==> config.mk <==
export PLATFORM = sky130hd
export DESIGN_NAME = key_matrix_debounce_press_detect
export DESIGN_NICKNAME = d
export VERILOG_FILES = /design/src/hw/rtl/kmd_pkg.sv /design/src/hw/rtl/key_matrix_debounce_press_detect.sv /design/src/hw/rtl/kmd_debounce.sv /design/src/hw/rtl/kmd_walker.sv
export VERILOG_INCLUDE_DIRS = /design/src /design/src/hw/rtl
export SDC_FILE = /design/constraint.sdc
export NUM_CORES = 1
export LEC_CHECK = 0
export BUFFER_PORTS_ARGS = -buffer_cell sky130_fd_sc_hd__buf_2
export CORE_ASPECT_RATIO = 0.6
export CORE_MARGIN = 4
export CORE_UTILIZATION = 35
export CTS_CLUSTER_DIAMETER = 100
export DETAILED_ROUTE_END_ITERATION = 7
export GPL_ROUTABILITY_DRIVEN = 0
export SLEW_MARGIN = 20
export SYNTH_ARGS = -nofsm -noshare
export SYNTH_HDL_FRONTEND = slang
export SYNTH_SLANG_ARGS = --single-unit
==> constraint.sdc <==
create_clock -name clock -period 8.41 [get_ports clock]
set_clock_uncertainty 0.1 [all_clocks]
set_input_delay 0 -clock clock [delete_from_list [all_inputs] [get_ports clock]]
set_output_delay 0 -clock clock [all_outputs]
set_load 0.01 [all_outputs]
==> src/hw/rtl/key_matrix_debounce_press_detect_macros.svh <==
// Assertion macros used by the press walker of the key matrix debounce RTL.
`ifndef KEY_MATRIX_DEBOUNCE_PRESS_DETECT_MACROS_SVH
`define KEY_MATRIX_DEBOUNCE_PRESS_DETECT_MACROS_SVH

// Same-cycle implication, checked outside reset.
`define KMD_ASSERT_SAME(label, clk, rst, ante, cons, msg) \
   label: assert property (@(posedge clk) disable iff (rst) (ante) |-> (cons)) \
      else $error(msg);

// Next-cycle implication, checked outside reset.
`define KMD_ASSERT_NEXT(label, clk, rst, ante, cons, msg) \
   label: assert property (@(posedge clk) disable iff (rst) (ante) |=> (cons)) \
      else $error(msg);

`endif

==> src/hw/rtl/kmd_pkg.sv <==
// Package with the shared types and constants of the key matrix debounce block.
package kmd_pkg;

   localparam int KEY_BITS  = 64;
   localparam int KEY_NUM_W = 6;
   localparam int COUNT_W   = 8;
   localparam int DIM_W     = 4;
   localparam int CSR_IDX_W = 2;
   localparam int CSR_DATA_W = 8;

   localparam logic [CSR_IDX_W-1:0] CSR_ROW_COUNT          = 2'd0;
   localparam logic [CSR_IDX_W-1:0] CSR_COL_COUNT          = 2'd1;
   localparam logic [CSR_IDX_W-1:0] CSR_DEBOUNCE_THRESHOLD = 2'd2;

   localparam logic [COUNT_W-1:0] COUNT_MAX = 8'hFF;

   // Command from the debounce logic to the press walker.
   typedef struct packed {
      logic                start;
      logic [KEY_BITS-1:0] rising;
      logic [KEY_BITS-1:0] in_use;
   } walk_cmd_type;

endpackage

==> src/hw/rtl/key_matrix_debounce_press_detect.sv <==
// Top level of the key matrix debounce and press detection block.
//
//   channel | ports                              | direction | handshake
//   --------+------------------------------------+-----------+---------------------
//   req     | req_pressed_bits                   | in        | req_valid / req_stall
//   rsp     | rsp_key_number, rsp_last           | out       | rsp_valid / rsp_stall
//   csr     | csr_index, csr_wdata               | in        | csr_valid / csr_ready
//
// A scan transfer updates the debounce state at the edge that accepts it. If it confirms
// new presses, the walker tests one key bit per cycle, lowest first, except while rsp_stall
// holds the result register, and req_stall stays high until the walker has tested the bit
// of the highest new press; the final result may still wait in the result register while
// the next scan is taken. Synchronous reset clears the debounce state and the valid flag of
// the result register and restores the register defaults; there is no clearing pass.
module key_matrix_debounce_press_detect #(
   parameter int MAX_ROWS = 8,
   parameter int MAX_COLS = 8
) (
   input  logic                                clock,
   input  logic                                reset,
   input  logic                                req_valid,
   output logic                                req_stall,
   input  logic [kmd_pkg::KEY_BITS-1:0]        req_pressed_bits,
   output logic                                rsp_valid,
   input  logic                                rsp_stall,
   output logic [kmd_pkg::KEY_NUM_W-1:0]       rsp_key_number,
   output logic                                rsp_last,
   input  logic                                csr_valid,
   output logic                                csr_ready,
   input  logic [kmd_pkg::CSR_IDX_W-1:0]       csr_index,
   input  logic [kmd_pkg::CSR_DATA_W-1:0]      csr_wdata
);

   // Configuration registers, reset to a full eight by eight matrix and a
   // threshold of three.
   logic [kmd_pkg::DIM_W-1:0]   rows_ff, rows_in;
   logic [kmd_pkg::DIM_W-1:0]   cols_ff, cols_in;
   logic [kmd_pkg::COUNT_W-1:0] thresh_ff, thresh_in;

   logic [kmd_pkg::DIM_W-1:0]   eff_rows;
   logic [kmd_pkg::DIM_W-1:0]   eff_cols;
   logic [kmd_pkg::KEY_BITS-1:0] in_use;
   logic                         scan_accept;
   logic                         walk_busy;
   kmd_pkg::walk_cmd_type        walk_cmd;

   // The register port never pushes back; the user must write only while idle, which the block does not enforce.
   assign csr_ready = 1'b1;

   always_comb begin
      rows_in   = rows_ff;
      cols_in   = cols_ff;
      thresh_in = thresh_ff;
      if (csr_valid && csr_ready) begin
         case (csr_index)
            kmd_pkg::CSR_ROW_COUNT:          rows_in   = csr_wdata[kmd_pkg::DIM_W-1:0];
            kmd_pkg::CSR_COL_COUNT:          cols_in   = csr_wdata[kmd_pkg::DIM_W-1:0];
            kmd_pkg::CSR_DEBOUNCE_THRESHOLD: thresh_in = csr_wdata;
            default: begin
               // Writes beyond the register list are dropped.
            end
         endcase
      end
   end

   always_ff @(posedge clock) begin
      if (reset) begin
         rows_ff   <= 4'd8;
         cols_ff   <= 4'd8;
         thresh_ff <= 8'd3;
      end else begin
         rows_ff   <= rows_in;
         cols_ff   <= cols_in;
         thresh_ff <= thresh_in;
      end
   end

   // Row and column counts above the matrix size act as the full size. A key
   // takes part only when both its row and its column are in use; bit
   // row*8+col holds the key at that row and column.
   always_comb begin
      eff_rows = (rows_ff > kmd_pkg::DIM_W'(MAX_ROWS)) ? kmd_pkg::DIM_W'(MAX_ROWS) : rows_ff;
      eff_cols = (cols_ff > kmd_pkg::DIM_W'(MAX_COLS)) ? kmd_pkg::DIM_W'(MAX_COLS) : cols_ff;
      for (int i = 0; i < kmd_pkg::KEY_BITS; i++) begin
         in_use[i] = (kmd_pkg::DIM_W'(i / 8) < eff_rows) &&
                     (kmd_pkg::DIM_W'(i % 8) < eff_cols);
      end
   end

   // A scan is held off while the walker still lists the previous presses.
   assign req_stall   = walk_busy;
   assign scan_accept = req_valid && !req_stall;

   kmd_debounce u_debounce (
      .clock       (clock),
      .reset       (reset),
      .scan_accept (scan_accept),
      .scan_bits   (req_pressed_bits),
      .in_use      (in_use),
      .threshold   (thresh_ff),
      .walk_cmd    (walk_cmd)
   );

   kmd_walker u_walker (
      .clock          (clock),
      .reset          (reset),
      .walk_cmd       (walk_cmd),
      .busy           (walk_busy),
      .rsp_valid      (rsp_valid),
      .rsp_stall      (rsp_stall),
      .rsp_key_number (rsp_key_number),
      .rsp_last       (rsp_last)
   );

endmodule

==> src/hw/rtl/kmd_debounce.sv <==
// Debounce state and the decision taken on each accepted scan.
module kmd_debounce (
   input  logic                              clock,
   input  logic                              reset,
   input  logic                              scan_accept,
   input  logic [kmd_pkg::KEY_BITS-1:0]      scan_bits,
   input  logic [kmd_pkg::KEY_BITS-1:0]      in_use,
   input  logic [kmd_pkg::COUNT_W-1:0]       threshold,
   output kmd_pkg::walk_cmd_type             walk_cmd
);

   logic [kmd_pkg::KEY_BITS-1:0] stable_ff, stable_in;
   logic [kmd_pkg::KEY_BITS-1:0] cand_ff, cand_in;
   logic                         active_ff, active_in;
   logic [kmd_pkg::COUNT_W-1:0]  count_ff, count_in;

   logic [kmd_pkg::KEY_BITS-1:0] scan_masked;
   logic [kmd_pkg::KEY_BITS-1:0] cand_masked;
   logic [kmd_pkg::KEY_BITS-1:0] stable_masked;
   logic [kmd_pkg::COUNT_W-1:0]  count_up;
   logic [kmd_pkg::COUNT_W-1:0]  count_down;

   always_comb begin
      scan_masked   = scan_bits & in_use;
      cand_masked   = cand_ff & in_use;
      stable_masked = stable_ff & in_use;
      count_up   = (count_ff == kmd_pkg::COUNT_MAX) ? count_ff : count_ff + 1'b1;
      count_down = (count_ff == '0) ? count_ff : count_ff - 1'b1;

      stable_in = stable_ff;
      cand_in   = cand_ff;
      active_in = active_ff;
      count_in  = count_ff;
      walk_cmd.start  = 1'b0;
      walk_cmd.rising = cand_masked & ~stable_masked;
      walk_cmd.in_use = in_use;

      if (scan_accept) begin
         if (!active_ff) begin
            // A scan that leaves the stable set opens a new candidate.
            if (scan_masked != stable_masked) begin
               active_in = 1'b1;
               cand_in   = scan_masked;
               count_in  = {{(kmd_pkg::COUNT_W-1){1'b0}}, 1'b1};
            end
         end else if (scan_masked == cand_masked) begin
            count_in = count_up;
            if (count_up > threshold) begin
               stable_in = cand_masked;
               count_in  = '0;
               active_in = 1'b0;
               walk_cmd.start = (walk_cmd.rising != '0);
            end
         end else begin
            count_in = count_down;
            if (count_down == '0) begin
               active_in = 1'b0;
            end
         end
      end
   end

   always_ff @(posedge clock) begin
      if (reset) begin
         stable_ff <= '0;
         cand_ff   <= '0;
         active_ff <= 1'b0;
         count_ff  <= '0;
      end else begin
         stable_ff <= stable_in;
         cand_ff   <= cand_in;
         active_ff <= active_in;
         count_ff  <= count_in;
      end
   end

endmodule

==> src/hw/rtl/kmd_walker.sv <==
// Press walker: tests one key bit per cycle unless the result register is stalled, and loads the result register.
`include "key_matrix_debounce_press_detect_macros.svh"

module kmd_walker (
   input  logic                              clock,
   input  logic                              reset,
   input  kmd_pkg::walk_cmd_type             walk_cmd,
   output logic                              busy,
   output logic                              rsp_valid,
   input  logic                              rsp_stall,
   output logic [kmd_pkg::KEY_NUM_W-1:0]     rsp_key_number,
   output logic                              rsp_last
);

   localparam logic ST_IDLE = 1'b0;
   localparam logic ST_WALK = 1'b1;

   logic                          state_ff, state_in;
   logic [kmd_pkg::KEY_BITS-1:0]  rising_ff, rising_in;
   logic [kmd_pkg::KEY_BITS-1:0]  use_ff, use_in;
   logic [kmd_pkg::KEY_NUM_W-1:0] num_ff, num_in;
   logic                          out_valid_ff, out_valid_in;
   logic [kmd_pkg::KEY_NUM_W-1:0] out_key_ff, out_key_in;
   logic                          out_last_ff, out_last_in;

   logic                           advance;
   logic                           hit;
   logic [kmd_pkg::KEY_BITS-2:0]   remain;

   always_comb begin
      advance = !out_valid_ff || !rsp_stall;
      remain  = rising_ff[kmd_pkg::KEY_BITS-1:1];
      hit     = (state_ff == ST_WALK) && advance && rising_ff[0];

      state_in     = state_ff;
      rising_in    = rising_ff;
      use_in       = use_ff;
      num_in       = num_ff;
      out_valid_in = out_valid_ff && rsp_stall;
      out_key_in   = out_key_ff;
      out_last_in  = out_last_ff;

      case (state_ff)
         ST_IDLE: begin
            if (walk_cmd.start) begin
               state_in  = ST_WALK;
               rising_in = walk_cmd.rising;
               use_in    = walk_cmd.in_use;
               num_in    = '0;
            end
         end
         ST_WALK: begin
            if (advance) begin
               if (hit) begin
                  out_valid_in = 1'b1;
                  out_key_in   = num_ff;
                  out_last_in  = (remain == '0);
               end
               // Only keys in use take a number.
               num_in    = num_ff + {{(kmd_pkg::KEY_NUM_W-1){1'b0}}, use_ff[0]};
               rising_in = {1'b0, remain};
               use_in    = {1'b0, use_ff[kmd_pkg::KEY_BITS-1:1]};
               if (remain == '0) begin
                  state_in = ST_IDLE;
               end
            end
         end
         default: begin
            state_in = ST_IDLE;
         end
      endcase
   end

   always_ff @(posedge clock) begin
      if (reset) begin
         state_ff     <= ST_IDLE;
         out_valid_ff <= 1'b0;
      end else begin
         state_ff     <= state_in;
         out_valid_ff <= out_valid_in;
      end
      rising_ff   <= rising_in;
      use_ff      <= use_in;
      num_ff      <= num_in;
      out_key_ff  <= out_key_in;
      out_last_ff <= out_last_in;
   end

   assign busy           = (state_ff != ST_IDLE);
   assign rsp_valid      = out_valid_ff;
   assign rsp_key_number = out_key_ff;
   assign rsp_last       = out_last_ff;

   `KMD_ASSERT_SAME(a_start_only_idle, clock, reset, walk_cmd.start, state_ff == ST_IDLE, "walk started while busy")
   `KMD_ASSERT_SAME(a_walk_has_work, clock, reset, state_ff == ST_WALK, rising_ff != '0, "walking with no pending press")
   `KMD_ASSERT_NEXT(a_last_ends_walk, clock, reset, hit && (remain == '0), state_ff == ST_IDLE && rsp_valid && rsp_last, "final press did not end the walk")
   `KMD_ASSERT_NEXT(a_hit_loads_output, clock, reset, hit && (remain != '0), rsp_valid && !rsp_last, "press not loaded as a non-final result")

endmodule

==> results of run 1 <==
-- area by class of cell --
type,instances,area [µm²]
Clock buffer,33,740.7
Clock inverter,20,335.3
Fill cell,4380,25970
Inverter,40,150.1
Multi-Input combinational cell,1284,8090
Sequential cell,296,7343
Tap cell,620,775.7
Timing Repair Buffer,238,1859
-- how the worst min path moves through the flow --
stage | startpoint | endpoint | slack, ns | cells past startpoint
6_report | csr_wdata[6] | thresh_ff[6] | 0.12 | 4
5_1_grt | csr_wdata[6] | thresh_ff[6] | 0.17 | 4
4_1_cts | csr_wdata[7] | thresh_ff[7] | 0.08 | 4
3_5_place_dp | csr_wdata[7] | thresh_ff[7] | 0.14 | 3
3_3_place_gp | csr_wdata[7] | thresh_ff[7] | 0.13 | 3
2_1_floorplan | csr_wdata[3] | rows_ff[3] | 0.02 | 1
-- sequential cells by signal, summed over array words and instances (netlist names), 4 cells and up --
name	flops
u_walker.rising_ff	64
thresh_ff	8
rows_ff	4
u_walker.use_ff	64
cols_ff	4
u_debounce.stable_ff	64
u_walker.rsp_key_number	6
u_debounce.count_ff	8
u_walker.num_ff	6
u_debounce.cand_ff	64
-- cells by family after synthesis --
logic type / count (synthesis) / synth area share, %
AND/OR/NAND/NOR: 674 / 21.52
AO/OA/AOI/OAI: 390 / 14.89
flip-flops: 296 / 45.30
buffers and inverters: 183 / 4.937
XOR/XNOR: 109 / 5.895
multiplexers: 97 / 6.435
adder cells (fa/ha/maj): 13 / 1.004
other: 1 / 0.02315
-- worst max-delay path: stages, from the launching register on --
cell	delay, ns
dfxtp_1	0.48
ha_1	0.25
and3_1	0.21
and3_1	0.23
nand3_1	0.23
and4_1	0.30
xnor2_1	0.21
inv_1	0.10
ha_1	0.29
and3_1	0.17
nand3_1	0.08
o21ai_0	0.08
a31oi_1	0.66
nand3_2	0.12
buf_4	0.28
a211oi_1	0.39
a21o_4	0.73
buf_4	0.86
-- cells in the final DEF (no fill, tap or decap), types with 11 or more instances in the layout --
master | netlist | final
mux2_2 | 13 | 13
clkbuf_16 | 0 | 29
o2111ai_1 | 13 | 13
and3_1 | 63 | 63
or3_1 | 37 | 37
mux2i_1 | 73 | 73
nand4_1 | 44 | 44
inv_1 | 39 | 39
o31ai_1 | 42 | 42
buf_2 | 27 | 86
or4_1 | 13 | 13
nor4_1 | 27 | 26
and2_1 | 14 | 14
xnor2_1 | 54 | 54
nor2_1 | 126 | 126
o22ai_1 | 20 | 20
o21ai_0 | 156 | 156
a21oi_1 | 81 | 80
dfxtp_1 | 155 | 152
xor2_1 | 55 | 55
nand4b_1 | 16 | 16
nand2_1 | 176 | 176
nand3b_1 | 13 | 13
mux2_4 | 11 | 11
ha_1 | 13 | 13
buf_4 | 1 | 37
edfxtp_1 | 141 | 141
dlygate4sd3_1 | 0 | 115
nand3_1 | 70 | 69
nand2b_1 | 17 | 17
nor3_1 | 22 | 22
-- cell usage after synthesis, types with 5 or more instances --
cell type	n	area, µm²
a21o_1	6	45.04
a21oi_1	81	405.4
a22oi_1	7	52.55
a2bb2oi_1	6	52.55
a32oi_1	5	43.79
and2_1	14	87.58
and3_1	63	394.1
buf_2	27	135.1
buf_6	10	112.6
clkbuf_1	103	386.6
dfxtp_1	155	3103
edfxtp_1	141	4234
ha_1	13	162.7
inv_1	39	146.4
mux2_2	13	146.4
mux2_4	11	165.2
mux2i_1	73	730.7
nand2_1	176	660.6
nand2b_1	17	106.4
nand3_1	70	350.3
nand3b_1	13	97.59
nand4_1	44	275.3
nand4b_1	16	140.1
nor2_1	126	473.0
nor2b_1	10	62.56
nor3_1	22	110.1
nor3b_1	6	45.04
nor4_1	27	168.9
o2111ai_1	13	113.9
o21ai_0	156	780.8
o22ai_1	20	125.1
o2bb2ai_1	5	43.79
o31ai_1	42	315.3
or2_2	7	43.79
or3_1	37	231.5
or4_1	13	97.59
xnor2_1	54	473.0
xor2_1	55	481.7
-- what timing repair did --
item | in CTS | in global routing
endpoints found under the hold margin | 93 | 0
endpoints found under the setup margin | 0 | 0
hold buffers | 115 | 0
buffers inserted | 0 | 0
-- power by group through the flow --
stage	Clock [µW]	Combinational, µW	Sequential, µW
after CTS	1530	563	1570
after detailed placement	0	514	1600
final	1520	592	1570
after global placement	0	510	1600
after global routing	1590	619	1580
after floorplan	0	327	1590
-- layer usage --
metal,vias to the layer above,global-route usage [%],routed length (µm)
met5,-,0,67
met4,4,5.816,1896
met3,154,10.82,10420
met2,1126,33.51,24860
met1,7358,36.64,27550
li1,6675,-,-
-- stage by stage --
stage / hold slack (ns) / std cells
2_1_floorplan: 0.01785 / 1763
3_3_place_gp: 0.1318 / 2363
3_5_place_dp: 0.1403 / 2363
4_1_cts: 0.08051 / 2531
5_1_grt: 0.1654 / 2531
6_report: 0.1218 / 2531
==> metrics.cfg, run 1 <==
[run_status]
status=finished, final reports clean

[routing]
wl_um=64790
vias=15317
dr.pass1.iters=8
drtIter0Drc=2629
ant_nets=0
drcViolationCount=0
via_per_inst=6.052
wl_per_cell_um=25.60

[timing]
fin_ws_ns=2.129
max_clock_freq_mhz=159.2
period_share_pct=74.68
rsz0062_at_grt=false
finalHoldViolCount=0
slew_headroom_pct=18.24
setup_tns_ns=0
layout_min_cycle_time_ns=6.281
finalSetupViolCount=0
worst_pin_slew_ns=1.224
slew_violations=0

[power]
p_int_uw=2673
p_clk_share_pct=41.2
p_per_area_mw_per_mm2=191.0
peakVddDrop_mv=0.1444
leakage_uw=0.007204
switchingPower_uw=1012
combPwrFrac_pct=16.1
switching_share_pct=27.47
seq_power_share_pct=42.7
power_uw=3685

[synth]
synth_area_per_cell_um2=9.186
synth_edf_count=141
syn_nets=1855
ys_seq_area_share_pct=45.30
synth_warnings=0
synthFlopType=dfxtp_1
synthDistinctLibCells=75
synth_seq_cells=296
synth_async_sr_flop_share_pct=0
netlist_area_mm2=0.01620
synth_cells=1763

[job]
drv_cap=0

[place]
dp_hpwl_um=45870
port_buffers=87
post-place-ws_ns=2.218
place_area_mm2=0.01707

[clocking]
cts_root_buf=clkbuf_16
cts_resized=0
insertion_delay_ns=0.58
clkSinkCount=296
cts_tree=done
clock_path_buffers=3
clkTransAtPathRegs_ns=0.07
htreeDepth=1
cts_buffers=29

[die]
start_util_pct=35.78
die-area_mm2=0.04989
coreArea_mm2=0.04527
num_rows=60
die_h_um=174.6
boundaryPins=89
dieWidth_um=285.7

[grt]
grt_pass1_wl_um=95020
antenna_found_initial=6
grt_pass1_vias=14249
grt_max_degree=93
grt_usage_pct=25.02
grt_overflow=0

[hold_path]
worstHoldPathType=in2reg

[final_layout]
nNetsFinal=1981
final_util_pct=42.62
diodes=0
stdcell_area_mm2=0.01929
areaGrowthSynthToFinish_pct=19.14
drive_above_1_share_pct=11.51

[critical_path]
reg2reg_to=u_walker.use_ff[49]
start_kind=flop
crit_end=u_walker.use_ff[49]
crit_required_ns=8.51
crit_type=reg2reg
end_kind=flop
cp-startpoint=u_debounce.count_ff[0]
rr_worst_depth=17
arrival_ns=6.38
regToRegSetupSlack_ns=2.13
crit_fanout=69
regToRegStartpoint=u_debounce.count_ff[0]

Power figures use the tool's default switching activity.
==> run 2, diff against run 1 <==
Clock period 8.41 ns to 5.11 ns, I/O delays scaled along.
==> metrics.cfg, run 2 (synthesis results as in run 1) <==
[run_status]
status=finished, final reports clean  ; unchanged

[hold_path]
min_path_cells=4  ; unchanged
worstHoldPathType=in2reg  ; unchanged
min_from=csr_wdata[7]  ; was csr_wdata[6]
holdPathEnd=thresh_ff[7]  ; was thresh_ff[6]

[routing]
wl_um=67180  ; was 64790 µm
vias=15278  ; was 15317
drtIter0Drc=2560  ; was 2629
drcViolationCount=0  ; unchanged
dr.pass1.iters=6  ; was 8
ant_nets=0  ; unchanged
via_per_inst=6.041  ; was 6.052
wl_per_cell_um=26.56  ; was 25.60 µm

[place]
dp_hpwl_um=49210  ; was 45870 µm
port_buffers=87  ; unchanged
place_area_mm2=0.01736  ; was 0.01707 mm²
post-place-ws_ns=0.6675  ; was 2.218 ns

[die]
boundaryPins=89  ; unchanged
coreArea_mm2=0.04527  ; unchanged
start_util_pct=35.78  ; unchanged
dieWidth_um=285.7  ; unchanged
die_h_um=174.6  ; unchanged
num_rows=60  ; unchanged
die-area_mm2=0.04989  ; unchanged

[job]
drv_cap=0  ; unchanged

[timing]
setup_tns_ns=0  ; unchanged
slew_headroom_pct=20.49  ; was 18.24%
period_share_pct=94.02  ; was 74.68%
max_clock_freq_mhz=208.1  ; was 159.2 MHz
worst_pin_slew_ns=1.182  ; was 1.224 ns
finalSetupViolCount=0  ; unchanged
fin_ws_ns=0.3057  ; was 2.129 ns
finalHoldViolCount=0  ; unchanged
rsz0062_at_grt=false  ; unchanged
layout_min_cycle_time_ns=4.804  ; was 6.281 ns
slew_violations=0  ; unchanged

[critical_path]
crit_family=simple AND/OR/NAND/NOR gates  ; was compound AO/OA/AOI/OAI gates
reg2reg_to=u_walker.rising_ff[28]  ; was u_walker.use_ff[49]
max_stage_delay_ns=0.84  ; was 0.86 ns
arrival_ns=4.97  ; was 6.38 ns
crit_path_top_delay_cell=nor3_1  ; was buf_4
worst-path-buf-inv=2  ; was 3
cp_common_cell=nor3_1  ; was and3_1
regToRegSetupSlack_ns=0.31  ; was 2.13 ns
crit_type=reg2reg  ; unchanged
cp_cell_sequence=nor3_1 > nor3_1 > nand2_1 > o221ai_1 > nor4_1 > nand4_1 > a211oi_1 > buf_4 > a21o_4 > buf_12  ; was ha_1 > and3_1 > and3_1 > nand3_1 > and4_1 > xnor2_1 > inv_1 > ha_1 > and3_1 > nand3_1 > o21ai_0 > a31oi_1 > nand3_2 > buf_4 > a211oi_1 > a21o_4 > buf_4
crit_fanout=44  ; was 69
rr_worst_depth=10  ; was 17
start_kind=flop  ; unchanged
regToRegStartpoint=rows_ff[3]  ; was u_debounce.count_ff[0]
crit_required_ns=5.28  ; was 8.51 ns
end_kind=flop  ; unchanged

[clocking]
cts_buffers=30  ; was 29
cts_root_buf=clkbuf_16  ; unchanged
cts_tree=done  ; unchanged
clock_path_buffers=3  ; unchanged
clkSinkCount=296  ; unchanged
clkTransAtPathRegs_ns=0.07  ; about the same
insertion_delay_ns=0.59  ; was 0.58 ns
htreeDepth=1  ; unchanged

[final_layout]
final_common_cell=nand2_1  ; unchanged
drive_above_1_share_pct=13.16  ; was 11.51%
stdcell_area_mm2=0.01928  ; was 0.01929 mm²
areaGrowthSynthToFinish_pct=19.07  ; was 19.14%
layout_common_cells=nand2_1, o21ai_0, dfxtp_1, edfxtp_1, nor2_1  ; unchanged
fillers=4390  ; was 4380
nNetsFinal=1976  ; was 1981

[power]
leakage_uw=0.007163  ; was 0.007204 µW
p_per_area_mw_per_mm2=313.6  ; was 191.0 mW/mm²
peakVddDrop_mv=0.2055  ; was 0.1444 mV

[grt]
antenna_found_initial=6  ; unchanged
grt_max_degree=162  ; was 93
grt_pass1_vias=13977  ; was 14249
grt_usage_pct=25.89  ; was 25.02%
grt_pass1_wl_um=96810  ; was 95020 µm
grt_overflow=0  ; unchanged

-- run 2: metal layers --
metal  vias to the layer above  wire, µm  GRT usage (%)
met1                      7289     28870          38.73
met4                        16      1808          5.775
met3                       146     11390          11.51
met2                      1151     25010          33.57
met5                         -       103              0
li1                       6676         -              -
-- run 2: power by group --
part | total [µW] | switching, µW | internal, µW
Combinational | 979 | 613 | 366
Clock | 2470 | 1050 | 1430
Sequential | 2590 | 64.1 | 2530
Total | 6050 | 1720 | 4320
-- run 2: how the worst max path moves through the flow --
stage	from	end	slack (ns)	depth (start not counted)
6_report	rows_ff[3]	u_walker.rising_ff[28]	0.31	10
5_1_grt	u_debounce.count_ff[0]	u_walker.rising_ff[32]	0.45	18
4_1_cts	rows_ff[3]	u_walker.use_ff[39]	0.63	10
3_5_place_dp	rows_ff[3]	u_walker.use_ff[35]	0.67	10
3_3_place_gp	rows_ff[3]	u_walker.use_ff[39]	0.65	10
2_1_floorplan	u_debounce.count_ff[3]	u_walker.num_ff[0]	0.005	16
-- run 2: worst register-to-register path: stages, from the launching register on --
cell and delay (ns):
dfxtp_2 0.55, nor3_1 0.85, nor3_1 0.33, nand2_1 0.38, o221ai_1 0.20, nor4_1 0.75
nand4_1 0.34, a211oi_1 0.33, buf_4 0.16, a21o_4 0.16, buf_12 0.26
-- run 2: final cells by class --
cell class                 count  area (µm²)  area share [%]
tap                          620       775.7           4.023
multi-input combinational   1284        8092           41.96
timing repair buffer         232        1838           9.532
clock buffer                  34       797.0           4.133
clock inverter                22       285.3           1.479
antenna                        1       2.502         0.01298
sequential                   296        7343           38.08
inverter                      40       150.1          0.7786
-- run 2: timing repair --
action	in CTS	in global routing
hold buffers	82	1
setup buffers	0	0
resized for setup	0	0
endpoints found under the hold margin	91	85
-- run 2: metrics by stage --
step	cells	hold slack [ns]	util (%)	total power, µW
final	2529	0.08926	42.60	6047
after global routing	2528	0.1352	42.59	6198
after CTS	2527	0.0004269	42.56	6003
after detailed placement	2389	0.1403	38.36	3517
after global placement	2389	0.1296	38.34	3513
after floorplan	1763	0.01785	-	3151
